===== src/rtl/core/upq_pkg.sv =====
`timescale 1ns / 1ps
`default_nettype none
package upq_pkg;

  localparam int DATA_W = 32;
  localparam int CNT_W  = 5;
  localparam int CAP_W  = 5;

  localparam logic       OP_INSERT = 1'b0;
  localparam logic       OP_DELETE = 1'b1;

  localparam logic [1:0] ST_DONE   = 2'd0;
  localparam logic [1:0] ST_FULL   = 2'd1;
  localparam logic [1:0] ST_EMPTY  = 2'd2;

  typedef struct packed {
    logic                     op;
    logic signed [DATA_W-1:0] data;
    logic signed [DATA_W-1:0] priority_req;
  } cmd_t;

  typedef struct packed {
    logic [1:0]               status;
    logic [CNT_W-1:0]         count;
    logic                     is_empty;
    logic signed [DATA_W-1:0] top_data;
    logic signed [DATA_W-1:0] top_priority;
  } res_t;

  typedef struct packed {
    logic signed [DATA_W-1:0] data;
    logic signed [DATA_W-1:0] prio;
  } entry_t;

endpackage
`default_nettype wire


===== src/rtl/core/upq_store.sv =====
`timescale 1ns / 1ps
`default_nettype none
module upq_store #(
  parameter int DEPTH = 16,
  parameter int AW    = 4
) (
  input  wire logic              clk,
  input  wire logic              we,
  input  wire logic [AW-1:0]     waddr,
  input  wire upq_pkg::entry_t   wdata,
  input  wire logic              re,
  input  wire logic [AW-1:0]     raddr,
  output upq_pkg::entry_t        rdata
);

  upq_pkg::entry_t mem [DEPTH];

  always_ff @(posedge clk) begin
    if (we) begin
      mem[waddr] <= wdata;
    end
  end

  always_ff @(posedge clk) begin
    if (re) begin
      rdata <= mem[raddr];
    end
  end

endmodule
`default_nettype wire


===== src/rtl/core/unsorted_array_priority_queue.sv =====
`timescale 1ns / 1ps
`default_nettype none
// Insert, or any refused item: result in the cycle after acceptance, next item the cycle after.
// Delete: busy while the scan runs, result follows; one pass over the entry
// memory (one read a cycle) both closes the gap and finds the next top entry.
// The receiver cannot stall: each result is shown for exactly one cycle with done.
// Synchronous reset empties the queue and sets the capacity to 16; entry memory is not cleared.
module unsorted_array_priority_queue #(
  parameter int DEPTH = 16
) (
  input  wire logic                      clk,
  input  wire logic                      rst,
  input  wire logic                      start,
  input  wire upq_pkg::cmd_t             cmd,
  output logic                           busy,
  output logic                           done,
  output upq_pkg::res_t                  result,
  input  wire logic                      cfg_valid,
  output logic                           cfg_ready,
  input  wire logic [upq_pkg::CAP_W-1:0] cfg_data
);

  localparam int IW = $clog2(DEPTH);
  localparam int CW = $clog2(DEPTH + 1);
  localparam int MW = (CW > upq_pkg::CAP_W) ? CW : upq_pkg::CAP_W;

  localparam logic S_IDLE = 1'b0;
  localparam logic S_SCAN = 1'b1;

  logic                          state;
  logic [CW-1:0]                 cnt;
  logic [upq_pkg::CAP_W-1:0]     capacity;
  logic [IW-1:0]                 top_idx;
  upq_pkg::entry_t               top;
  logic [CW-1:0]                 iss;
  logic                          rd_valid;
  logic [IW-1:0]                 rd_idx;
  logic                          have_best;
  upq_pkg::entry_t               best;
  logic [IW-1:0]                 best_idx;

  logic                          accept;
  logic                          full;
  logic                          finish;
  logic                          rd_en;
  logic                          we;
  logic [IW-1:0]                 waddr;
  upq_pkg::entry_t               wdata;
  upq_pkg::entry_t               rdata;
  logic signed [upq_pkg::DATA_W-1:0] cmp_a;
  logic signed [upq_pkg::DATA_W-1:0] cmp_b;
  logic                          gt;
  logic                          take;
  logic                          last;
  logic [IW-1:0]                 new_idx;
  logic                          have_best_next;
  upq_pkg::entry_t               best_next;
  logic [IW-1:0]                 best_idx_next;
  logic [CW-1:0]                 cnt_dec;

  assign busy      = (state == S_SCAN);
  assign cfg_ready = 1'b1;
  assign accept    = start && !busy;
  assign full      = (MW'(cnt) >= MW'(capacity)) || (cnt == CW'(DEPTH));
  assign rd_en     = (state == S_SCAN) && (iss < cnt);
  assign cnt_dec   = cnt - CW'(1);
  assign finish    = (state == S_IDLE) ?
                     (accept && ((cmd.op == upq_pkg::OP_INSERT) || (cnt == '0))) : last;

  // shared priority comparator
  always_comb begin
    if (state == S_SCAN) begin
      cmp_a = rdata.prio;
      cmp_b = best.prio;
    end else begin
      cmp_a = cmd.priority_req;
      cmp_b = top.prio;
    end
  end
  assign gt = cmp_a > cmp_b;

  assign take    = rd_valid && (rd_idx != top_idx) && (!have_best || gt);
  assign last    = rd_valid && (CW'(rd_idx) == cnt_dec);
  assign new_idx = (rd_idx > top_idx) ? (rd_idx - IW'(1)) : rd_idx;

  always_comb begin
    have_best_next = have_best;
    best_next      = best;
    best_idx_next  = best_idx;
    if (take) begin
      have_best_next = 1'b1;
      best_next      = rdata;
      best_idx_next  = new_idx;
    end
  end

  always_comb begin
    if (state == S_SCAN) begin
      we    = rd_valid && (rd_idx > top_idx);
      waddr = rd_idx - IW'(1);
      wdata = rdata;
    end else begin
      we    = accept && (cmd.op == upq_pkg::OP_INSERT) && !full;
      waddr = cnt[IW-1:0];
      wdata = '{data: cmd.data, prio: cmd.priority_req};
    end
  end

  upq_store #(
    .DEPTH (DEPTH),
    .AW    (IW)
  ) u_store (
    .clk   (clk),
    .we    (we),
    .waddr (waddr),
    .wdata (wdata),
    .re    (rd_en),
    .raddr (iss[IW-1:0]),
    .rdata (rdata)
  );

  function automatic upq_pkg::res_t make_res(logic [1:0] st, logic [CW-1:0] n,
                                             upq_pkg::entry_t t);
    upq_pkg::res_t r;
    r.status       = st;
    r.count        = upq_pkg::CNT_W'(n);
    r.is_empty     = (n == '0);
    r.top_data     = (n == '0) ? '0 : t.data;
    r.top_priority = (n == '0) ? '0 : t.prio;
    return r;
  endfunction

  always_ff @(posedge clk) begin
    if (rst) begin
      state    <= S_IDLE;
      cnt      <= '0;
      capacity <= upq_pkg::CAP_W'(16);
      done     <= 1'b0;
      rd_valid <= 1'b0;
      iss      <= '0;
    end else begin
      done     <= finish;
      rd_valid <= rd_en;
      rd_idx   <= iss[IW-1:0];
      if (cfg_valid && cfg_ready) begin
        capacity <= cfg_data;
      end
      unique case (state)
        S_IDLE: begin
          if (accept) begin
            if (cmd.op == upq_pkg::OP_INSERT) begin
              if (full) begin
                result <= make_res(upq_pkg::ST_FULL, cnt, top);
              end else begin
                cnt <= cnt + CW'(1);
                if (cnt == '0 || gt) begin
                  top     <= wdata;
                  top_idx <= cnt[IW-1:0];
                  result  <= make_res(upq_pkg::ST_DONE, cnt + CW'(1), wdata);
                end else begin
                  result  <= make_res(upq_pkg::ST_DONE, cnt + CW'(1), top);
                end
              end
            end else if (cnt == '0) begin
              result <= make_res(upq_pkg::ST_EMPTY, cnt, top);
            end else begin
              state     <= S_SCAN;
              iss       <= '0;
              have_best <= 1'b0;
            end
          end
        end
        S_SCAN: begin
          if (rd_en) begin
            iss <= iss + CW'(1);
          end
          have_best <= have_best_next;
          best      <= best_next;
          best_idx  <= best_idx_next;
          if (last) begin
            state   <= S_IDLE;
            cnt     <= cnt_dec;
            top     <= best_next;
            top_idx <= best_idx_next;
            result  <= make_res(upq_pkg::ST_DONE, cnt_dec, best_next);
          end
        end
        default: begin
          state <= S_IDLE;
        end
      endcase
    end
  end

endmodule
`default_nettype wire


===== config.mk =====
export PLATFORM = sky130hd
export DESIGN_NAME = unsorted_array_priority_queue
export DESIGN_NICKNAME = d
export VERILOG_FILES = /design/src/rtl/core/upq_pkg.sv /design/src/rtl/core/upq_store.sv /design/src/rtl/core/unsorted_array_priority_queue.sv
export SDC_FILE = /design/constraint.sdc
export NUM_CORES = 1
export LEC_CHECK = 0
export ABC_AREA = 1
export BUFFER_PORTS_ARGS = -buffer_cell sky130_fd_sc_hd__buf_2
export CAP_MARGIN = 20
export CORE_ASPECT_RATIO = 0.75
export CORE_UTILIZATION = 35
export CTS_CLUSTER_DIAMETER = 80
export DETAILED_ROUTE_END_ITERATION = 10
export GPL_TIMING_DRIVEN = 0
export HOLD_SLACK_MARGIN = 0.1
export PLACE_DENSITY = 0.54
export SLEW_MARGIN = 20
export SYNTH_ARGS = -nofsm -noshare
export SYNTH_HDL_FRONTEND = slang
export SYNTH_SLANG_ARGS = --single-unit

===== constraint.sdc =====
create_clock -name clk -period 8.3 [get_ports clk]
set_input_delay 0.415 -clock clk [delete_from_list [all_inputs] [get_ports clk]]
set_output_delay 0.415 -clock clk [all_outputs]
set_load 0.05 [all_outputs]

==> metrics.md, run 1 <==
| Metric | Value |
|---|---|
| Status | finished, final reports clean |
| # H-tree levels | 4 |
| WS Path Type | flip-flop to flip-flop |
| Crit path DAT | 8.35 ns |
| Wire length per cell | 24.88 um |
| VDD IR-drop max | between 0.0001 and 0.00015 V |
| CTS tree | yes |
| Initial antenna violation count | 18 |
| Synth cell types | 37 |
| Worst r2r dst | top[23] |
| Avg Inst Size Synth | about 12 sq um |
| Min-Delay Endpoint | iss[4] |
| Final Wtd Congestion | ~0.84 |
| CTS Buf Count | roughly 130 |
| Overall Global Routing Usage | 22.70% |
| Max Cap Viol | 0 |
| Reg area | 39430 sq um |
| Layout cell share with drive strength beyond 1 | 10.94% |
| Setup violators final | 0 |
| Total wire length | 186800 um |
| Resize count post-CTS | 0 |
| Site Rows | 127 |
| # DRC | 0 |
| Starting Density | about a third |
| Die ar. | 162800 sq um |
| Synth top area cells | edfxtp_1, nand2_1, nor2_1, o21ai_0, nand3_1 |
| Largest net degree at the start of global routing | 35 |
| YS warnings | 0 |
| Worst hold path type | input pin to flip-flop |
| Antenna viol nets, final | 0 |
| Hold Worst Slack | around 0.16 ns |
| Flops & latches, synth | between 1000 and 1500 |
| Synth top area share | 69.28% |
| CP Launch Type | flip-flop |
| Max-slew headroom | 20.90% |
| Latest clock arrival within the worst-skew pair | approximately 0.79 ns |
| R2R setup slack | 0.41 ns |
| Port bufs | 146 |
| DR iter-0 viols | 5510 |
| Worst r2r src | busy |
| Post-Syn Nets | 4926 |
| Die width | 465.5 um |
| Hold_buf cts | just under 80 |
| Tmin final | 7.888 ns |
| Worst Max-Slew Pin Slew | roughly 1.2 ns |
| Crit-path max FO | 18 |
| Die Height | between 300 and 400 um |
| Final Hold Fails | 0 |
| Slew Viols, Final | 0 |
| Total global routing overflow | 0 |
| Multi-input logic area | 15070 sq um |
| Synth area leader | edfxtp_1 |
| Static leakage | 23.88 nW |
| RSZ-0062 raised after global routing | false |
| Setup_tns | 0 ns |
| Max Root-Sink Buffers | 3 |
| Sequential fraction of the synthesis area | 69.91% |
| Core Footprint | 159900 sq um |
| CTS Sinks | 1319 |
| Tcrit/Tclk final | between 90% and 100% |
| Setup bufs post-CTS | 0 |
| Cell count after synthesis | 4801 |
| Critical path endpoint category | flip-flop |
| Worst path required time | 8.76 ns |
| Netlist Area Pre-Place | between 50000 and 60000 sq um |
| Fillers | 15010 |
| Reg2Reg Depth | 21 |
| Pre-CTS WS | ~0.47 ns |
| Drt pass-1 iters | 6 |
| Area grow syn2layout | 19.20% |
| First-pass GRT wire length | 267300 um |
| Most common cell after layout, fill and taps aside | edfxtp_1 |
| CTS clk-pin slew, worst paths | approximately 0.070 ns |
| Final WS setup | just over 0.4 ns |
| Worst Setup SP | busy |
| Total number of vias | a little over 40000 |
| Hold path depth | 2 |
| Most frequent cells in the layout | edfxtp_1, nand2_1, nor2_1 |
| Number of global-route vias before repair | 37540 |
| PwrDens | about 240 nW/um^2 |
| Worst Skew | 0.03974 ns |
| Via density | 5.372 |
| Maximum clock rate | 126.8 MHz |
| I/O pin count | 149 |
| Clk root buf | clkbuf_16 |
| Worst Hold Launch | rst |
| Layout net count | 5396 |
| Hpwl dp | 134400 um |
metal layers:
metal	wire length [um]	vias to the layer above	share of wire [%]	global-route usage [%]
li1	-	18170	-	-
met1	84330	19950	45	34.14
met2	78770	1964	42	32.93
met3	19040	244	10	4.642
met4	4668	4	2.5	6.338
met5	33	-	0.018	0
critical path, cell delays in order (launching register included):
cell and delay [ns]:
dfxtp_1 0.43, inv_1 0.40, clkbuf_1 0.69, buf_2 0.67, clkbuf_1 0.81, o21ai_2 0.44, ha_1 0.41, nand2_1 0.07
nor2_1 0.06, nand2_1 0.07, nand3_1 0.06, a21oi_1 0.62, nand2_1 0.12, nand2_1 0.10, nand3_1 0.15, nand2_1 0.12
buf_2 0.56, buf_2 0.39, o21ai_0 0.23, nor2_4 0.63, buf_16 0.25, buf_12 0.21
how the worst max path moves through the flow:
stage / endpoint / slack [ns] / cells after the start
floorplan: top[0] / 1.28 / 19
global route: top[22] / 0.15 / 21
CTS: top[22] / 0.45 / 21
finish: top[23] / 0.41 / 21
detailed placement: top[32] / 0.47 / 21
global placement: top[32] / -5.72 / 18
kinds of logic (layout without fill, tap and decap cells):
group | count (synthesis) | in the layout | synth area share, %
AND/OR/NAND/NOR | 1982 | 1982 | 14.29
multiplexers | 107 | 107 | 1.899
buffers and inverters | 562 | 1135 | 3.920
other | 1 | 8 | 0.006650
adder cells (fa/ha/maj) | 51 | 51 | 1.132
AO/OA/AOI/OAI | 765 | 765 | 8.624
flip-flops | 1319 | 1319 | 69.91
XOR/XNOR | 14 | 14 | 0.2174
synthesized netlist by cell type, drive strengths merged:
cell	instances
inv	254
and2	69
or2	2
o21a	1
xor2	12
mux2i	107
edfxtp	1301
o211ai	22
o22ai	1
o21bai	1
a21o	1
o21ai	380
ha	51
a21oi	100
clkinv	2
and3	1
buf	94
o221ai	107
o2111ai	1
conb	1
xnor2	2
nor3	2
dfxtp	18
nand4	7
nand3	325
a21boi	1
o32ai	150
clkbuf	212
nor2	677
nand2	899
sequential cells by signal, indices dropped and copies added (netlist names), 4 cells and up:
signal	count
rd_idx	4
u_store.mem	1024
best	64
top	64
capacity	5
best_idx	4
cnt	5
iss	5
u_store.rdata	64
result	72
top_idx	4
cell type report:
type	instances	area share, %
Timing Repair Buffer	335	5.294
Clock buffer	176	5.413
Sequential cell	1319	58.66
Antenna cell	7	0.02606
Tap cell	2128	3.961
Multi-Input combinational cell	2920	22.42
Inverter	256	1.433
Buffer	306	1.897
Clock inverter	62	0.9009
power breakdown:
group,switching [W],leakage (nW),internal [W],total (W)
Combinational,0.00158,9.90,0.000555,0.00213
Clock,0.00264,2.07,0.00338,0.00602
Sequential,0.0000468,11.9,0.00762,0.00767
Total,0.00427,23.9,0.0116,0.0158
per-stage QoR:
step | std cells | cell area (sq um) | power, W | util [%]
2_1_floorplan | 4801 | 56390 | 0.008969 | -
3_3_place_gp | 7075 | 59790 | 0.009780 | 37.40
3_5_place_dp | 7187 | 62190 | 0.009891 | 38.90
4_1_cts | 7502 | 67200 | 0.01588 | 42.04
5_1_grt | 7504 | 67210 | 0.01630 | 42.04
6_report | 7509 | 67220 | 0.01583 | 42.05
(Power assumes the default switching activity.)
==> inputs of run 2 (changes only) <==
- BUFFER_PORTS_ARGS: -buffer_cell sky130_fd_sc_hd__buf_2 -> unset
- DONT_BUFFER_PORTS: unset -> 1
- PLACE_DENSITY: 0.54 -> 0.53
==> metrics.md, run 2 (synthesized netlist as in run 1, its figures left out) <==
| Metric | Value |
|---|---|
| Final instance area | 66480 sq um (was 67220 sq um) |
| Max Cap Viol | 0 (unchanged) |
| Largest net degree at the start of global routing | 34 (was 35) |
| Most frequent cells in the layout | edfxtp_1, nand2_1, nor2_1 (unchanged) |
| Met1 Use GR | 34.73% (was 34.14%) |
| Slew Viols, Final | 0 (unchanged) |
| Critical path endpoint category | flip-flop (unchanged) |
| Reg2Reg Depth | 20 (was 21) |
| Die Height | 349.6 um (unchanged) |
| Max-slew headroom | 17.11% (was 20.90%) |
| Fillers | 15170 (was 15010) |
| Die ar. | 162800 sq um (unchanged) |
| Worst Setup SP | busy (unchanged) |
| Via density | 5.438 (was 5.372) |
| Hold path depth | 3 (was 2) |
| VDD IR-drop max | 0.0001859 V (was 0.0001471 V) |
| DR iter-0 viols | 5321 (was 5510) |
| Port bufs | 0 (was 146) |
| CTS tree | yes (unchanged) |
| CTS Buf Count | 132 (was 133) |
| Final Util | 41.59% (was 42.05%) |
| Area grow syn2layout | 17.88% (was 19.20%) |
| Crit path top cell by count | nand2_1 (unchanged) |
| Hpwl dp | 137000 um (was 134400 um) |
| Static leakage | 23.29 nW (was 23.88 nW) |
| Latest clock arrival within the worst-skew pair | 0.78 ns (was 0.79 ns) |
| First-pass GRT wire length | 269200 um (was 267300 um) |
| I/O pin count | 149 (unchanged) |
| Total global routing overflow | 0 (unchanged) |
| Worst Skew | 0.03184 ns (was 0.03974 ns) |
| Worst Max-Slew Pin Slew | 1.243 ns (was 1.187 ns) |
| Starting Density | 35.28% (unchanged) |
| Core Footprint | 159900 sq um (unchanged) |
| Die width | 465.5 um (unchanged) |
| Min-Delay Endpoint | result[67] (was iss[4]) |
| Post-place instance area | 61470 sq um (was 62190 sq um) |
| Layout cell share with drive strength beyond 1 | 8.640% (was 10.94%) |
| WS Path Type | flip-flop to flip-flop (unchanged) |
| CTS Sinks | 1319 (unchanged) |
| Crit-path max FO | 17 (was 18) |
| RSZ-0062 raised after global routing | false (unchanged) |
| Tcrit/Tclk final | 96.90% (was 95.04%) |
| CTS clk-pin slew, worst paths | 0.06 ns (was 0.07 ns) |
| PwrDens | 238.2 nW/um^2 (was 235.4 nW/um^2) |
| CP Launch Type | flip-flop (unchanged) |
| Total wire length | 188500 um (was 186800 um) |
| # H-tree levels | 4 (unchanged) |
| Number of global-route vias before repair | 37510 (was 37540) |
| Cell Chain, Critical Path | inv_1 > clkbuf_1 > clkbuf_2 > nand2_1 > o21ai_2 > buf_8 > ha_1 > nand2_1 > nor3_2 > and3_1 > nand2_1 > nand3_1 > nand3_1 > nand2_1 > buf_2 > buf_2 > o21ai_0 > nor2_4 > buf_16 > buf_12 (was inv_1 > clkbuf_1 > buf_2 > clkbuf_1 > o21ai_2 > ha_1 > nand2_1 > nor2_1 > nand2_1 > nand3_1 > a21oi_1 > nand2_1 > nand2_1 > nand3_1 > nand2_1 > buf_2 > buf_2 > o21ai_0 > nor2_4 > buf_16 > buf_12) |
| Register bank with the most flops | u_store.mem (unchanged) |
| Worst hold path type | input pin to flip-flop (unchanged) |
| Crit-path max cell delay | 0.92 ns (was 0.81 ns) |
| Met2 GRT Util | 32.70% (was 32.93%) |
| Top Registers | u_store.mem (1024), result (72) (unchanged) |
| Slowest CP cell | dfxtp_1 (was clkbuf_1) |
| Site Rows | 127 (unchanged) |
| Worst path required time | 8.75 ns (was 8.76 ns) |
| Total number of vias | 39990 (was 40340) |
| Initial antenna violation count | 27 (was 18) |
| Worst Hold Launch | cmd[64] (was rst) |
| Layout net count | 5242 (was 5396) |
| Wire length per cell | 25.63 um (was 24.88 um) |
| Final Hold Fails | 0 (unchanged) |
| Antenna viol nets, final | 0 (unchanged) |
| Maximum clock rate | 124.3 MHz (was 126.8 MHz) |
| Setup_tns | 0 ns (unchanged) |
| Clk root buf | clkbuf_16 (unchanged) |
| Max reg flops | 1024 (unchanged) |
| Most common cell after layout, fill and taps aside | edfxtp_1 (unchanged) |
| Status | finished, final reports clean (unchanged) |
| Tmin final | 8.043 ns (was 7.888 ns) |
| Final Wtd Congestion | 0.8408 (was 0.8443) |
| R2R setup slack | 0.26 ns (was 0.41 ns) |
| Worst r2r src | busy (unchanged) |
| Max Root-Sink Buffers | 3 (unchanged) |
| Setup violators final | 0 (unchanged) |
| Worst r2r dst | top[22] (was top[23]) |
| Met3 Usage GRT | 4.405% (was 4.642%) |
| Overall Global Routing Usage | 22.79% (was 22.70%) |
| # DRC | 0 (unchanged) |
| Busiest grt layer | met1 (unchanged) |
| Crit path DAT | 8.50 ns (was 8.35 ns) |
| Drt pass-1 iters | 6 (unchanged) |
## run 2: repair_timing
item,CTS,global route
endpoints found under the setup margin,17,0
setup buffers,0,0
gates resized for setup,1,0
hold endpoints to repair,294,0
hold buffers,72,0
## run 2: worst max-delay path by stage
stage                   end  slack [ns]  cells after the start
floorplan            top[0]        1.28                     19
global placement    top[30]       -6.54                     18
detailed placement  top[30]       -0.03                     21
CTS                 top[23]        0.33                     20
global route        top[22]        0.16                     20
finish              top[22]        0.26                     20
## run 2: area by class of cell
cell class	instances	area (sq um)	share of cell area, %
antenna	6	15.01	0.02259
buffer	305	1272	1.914
clock buffer	167	3582	5.389
clock inverter	70	686.9	1.033
inverter	256	963.4	1.449
multi-input combinational	2920	15080	22.69
sequential	1319	39430	59.31
tap	2128	2663	4.005
timing repair buffer	183	2784	4.188
## run 2: worst max-delay path, delay by kind of cell (launching register included)
kind	cells	cell delay, ns
and+or+nand+nor	9	2.54
adders and majority gates	1	0.63
AOI/OAI and AO/OA	2	0.45
DFF	1	0.92
buffers and inverters	8	3.06
## run 2: routing by layer
layer / part of all wire [%] / wire length, um / vias up
met2: 42 / 79020 / 1979
li1: - / - / 17840
met1: 46 / 86880 / 19920
met4: 2.3 / 4343 / 10
met5: 0.031 / 59 / -
met3: 9.7 / 18210 / 249
## run 2: power by group
group	internal [W]	total, W	switching (W)	leakage (nW)
Clock	0.00341	0.00606	0.00265	2.08
Combinational	0.000516	0.00193	0.00142	9.29
Sequential	0.00763	0.00784	0.000213	11.9
Total	0.0116	0.0158	0.00428	23.3
## run 2: through the flow
step / setup slack (ns) / hold WS [ns] / total power, W / cells
detailed placement: -0.03188 / 0.4684 / 0.009852 / 7040
finish: 0.2574 / 0.1532 / 0.01583 / 7354
global route: 0.1646 / 0.1723 / 0.01630 / 7350
global placement: -6.537 / 0.4682 / 0.009730 / 6929
CTS: 0.3285 / 0.1016 / 0.01589 / 7348
floorplan: 1.280 / 0.4386 / 0.008969 / 4801
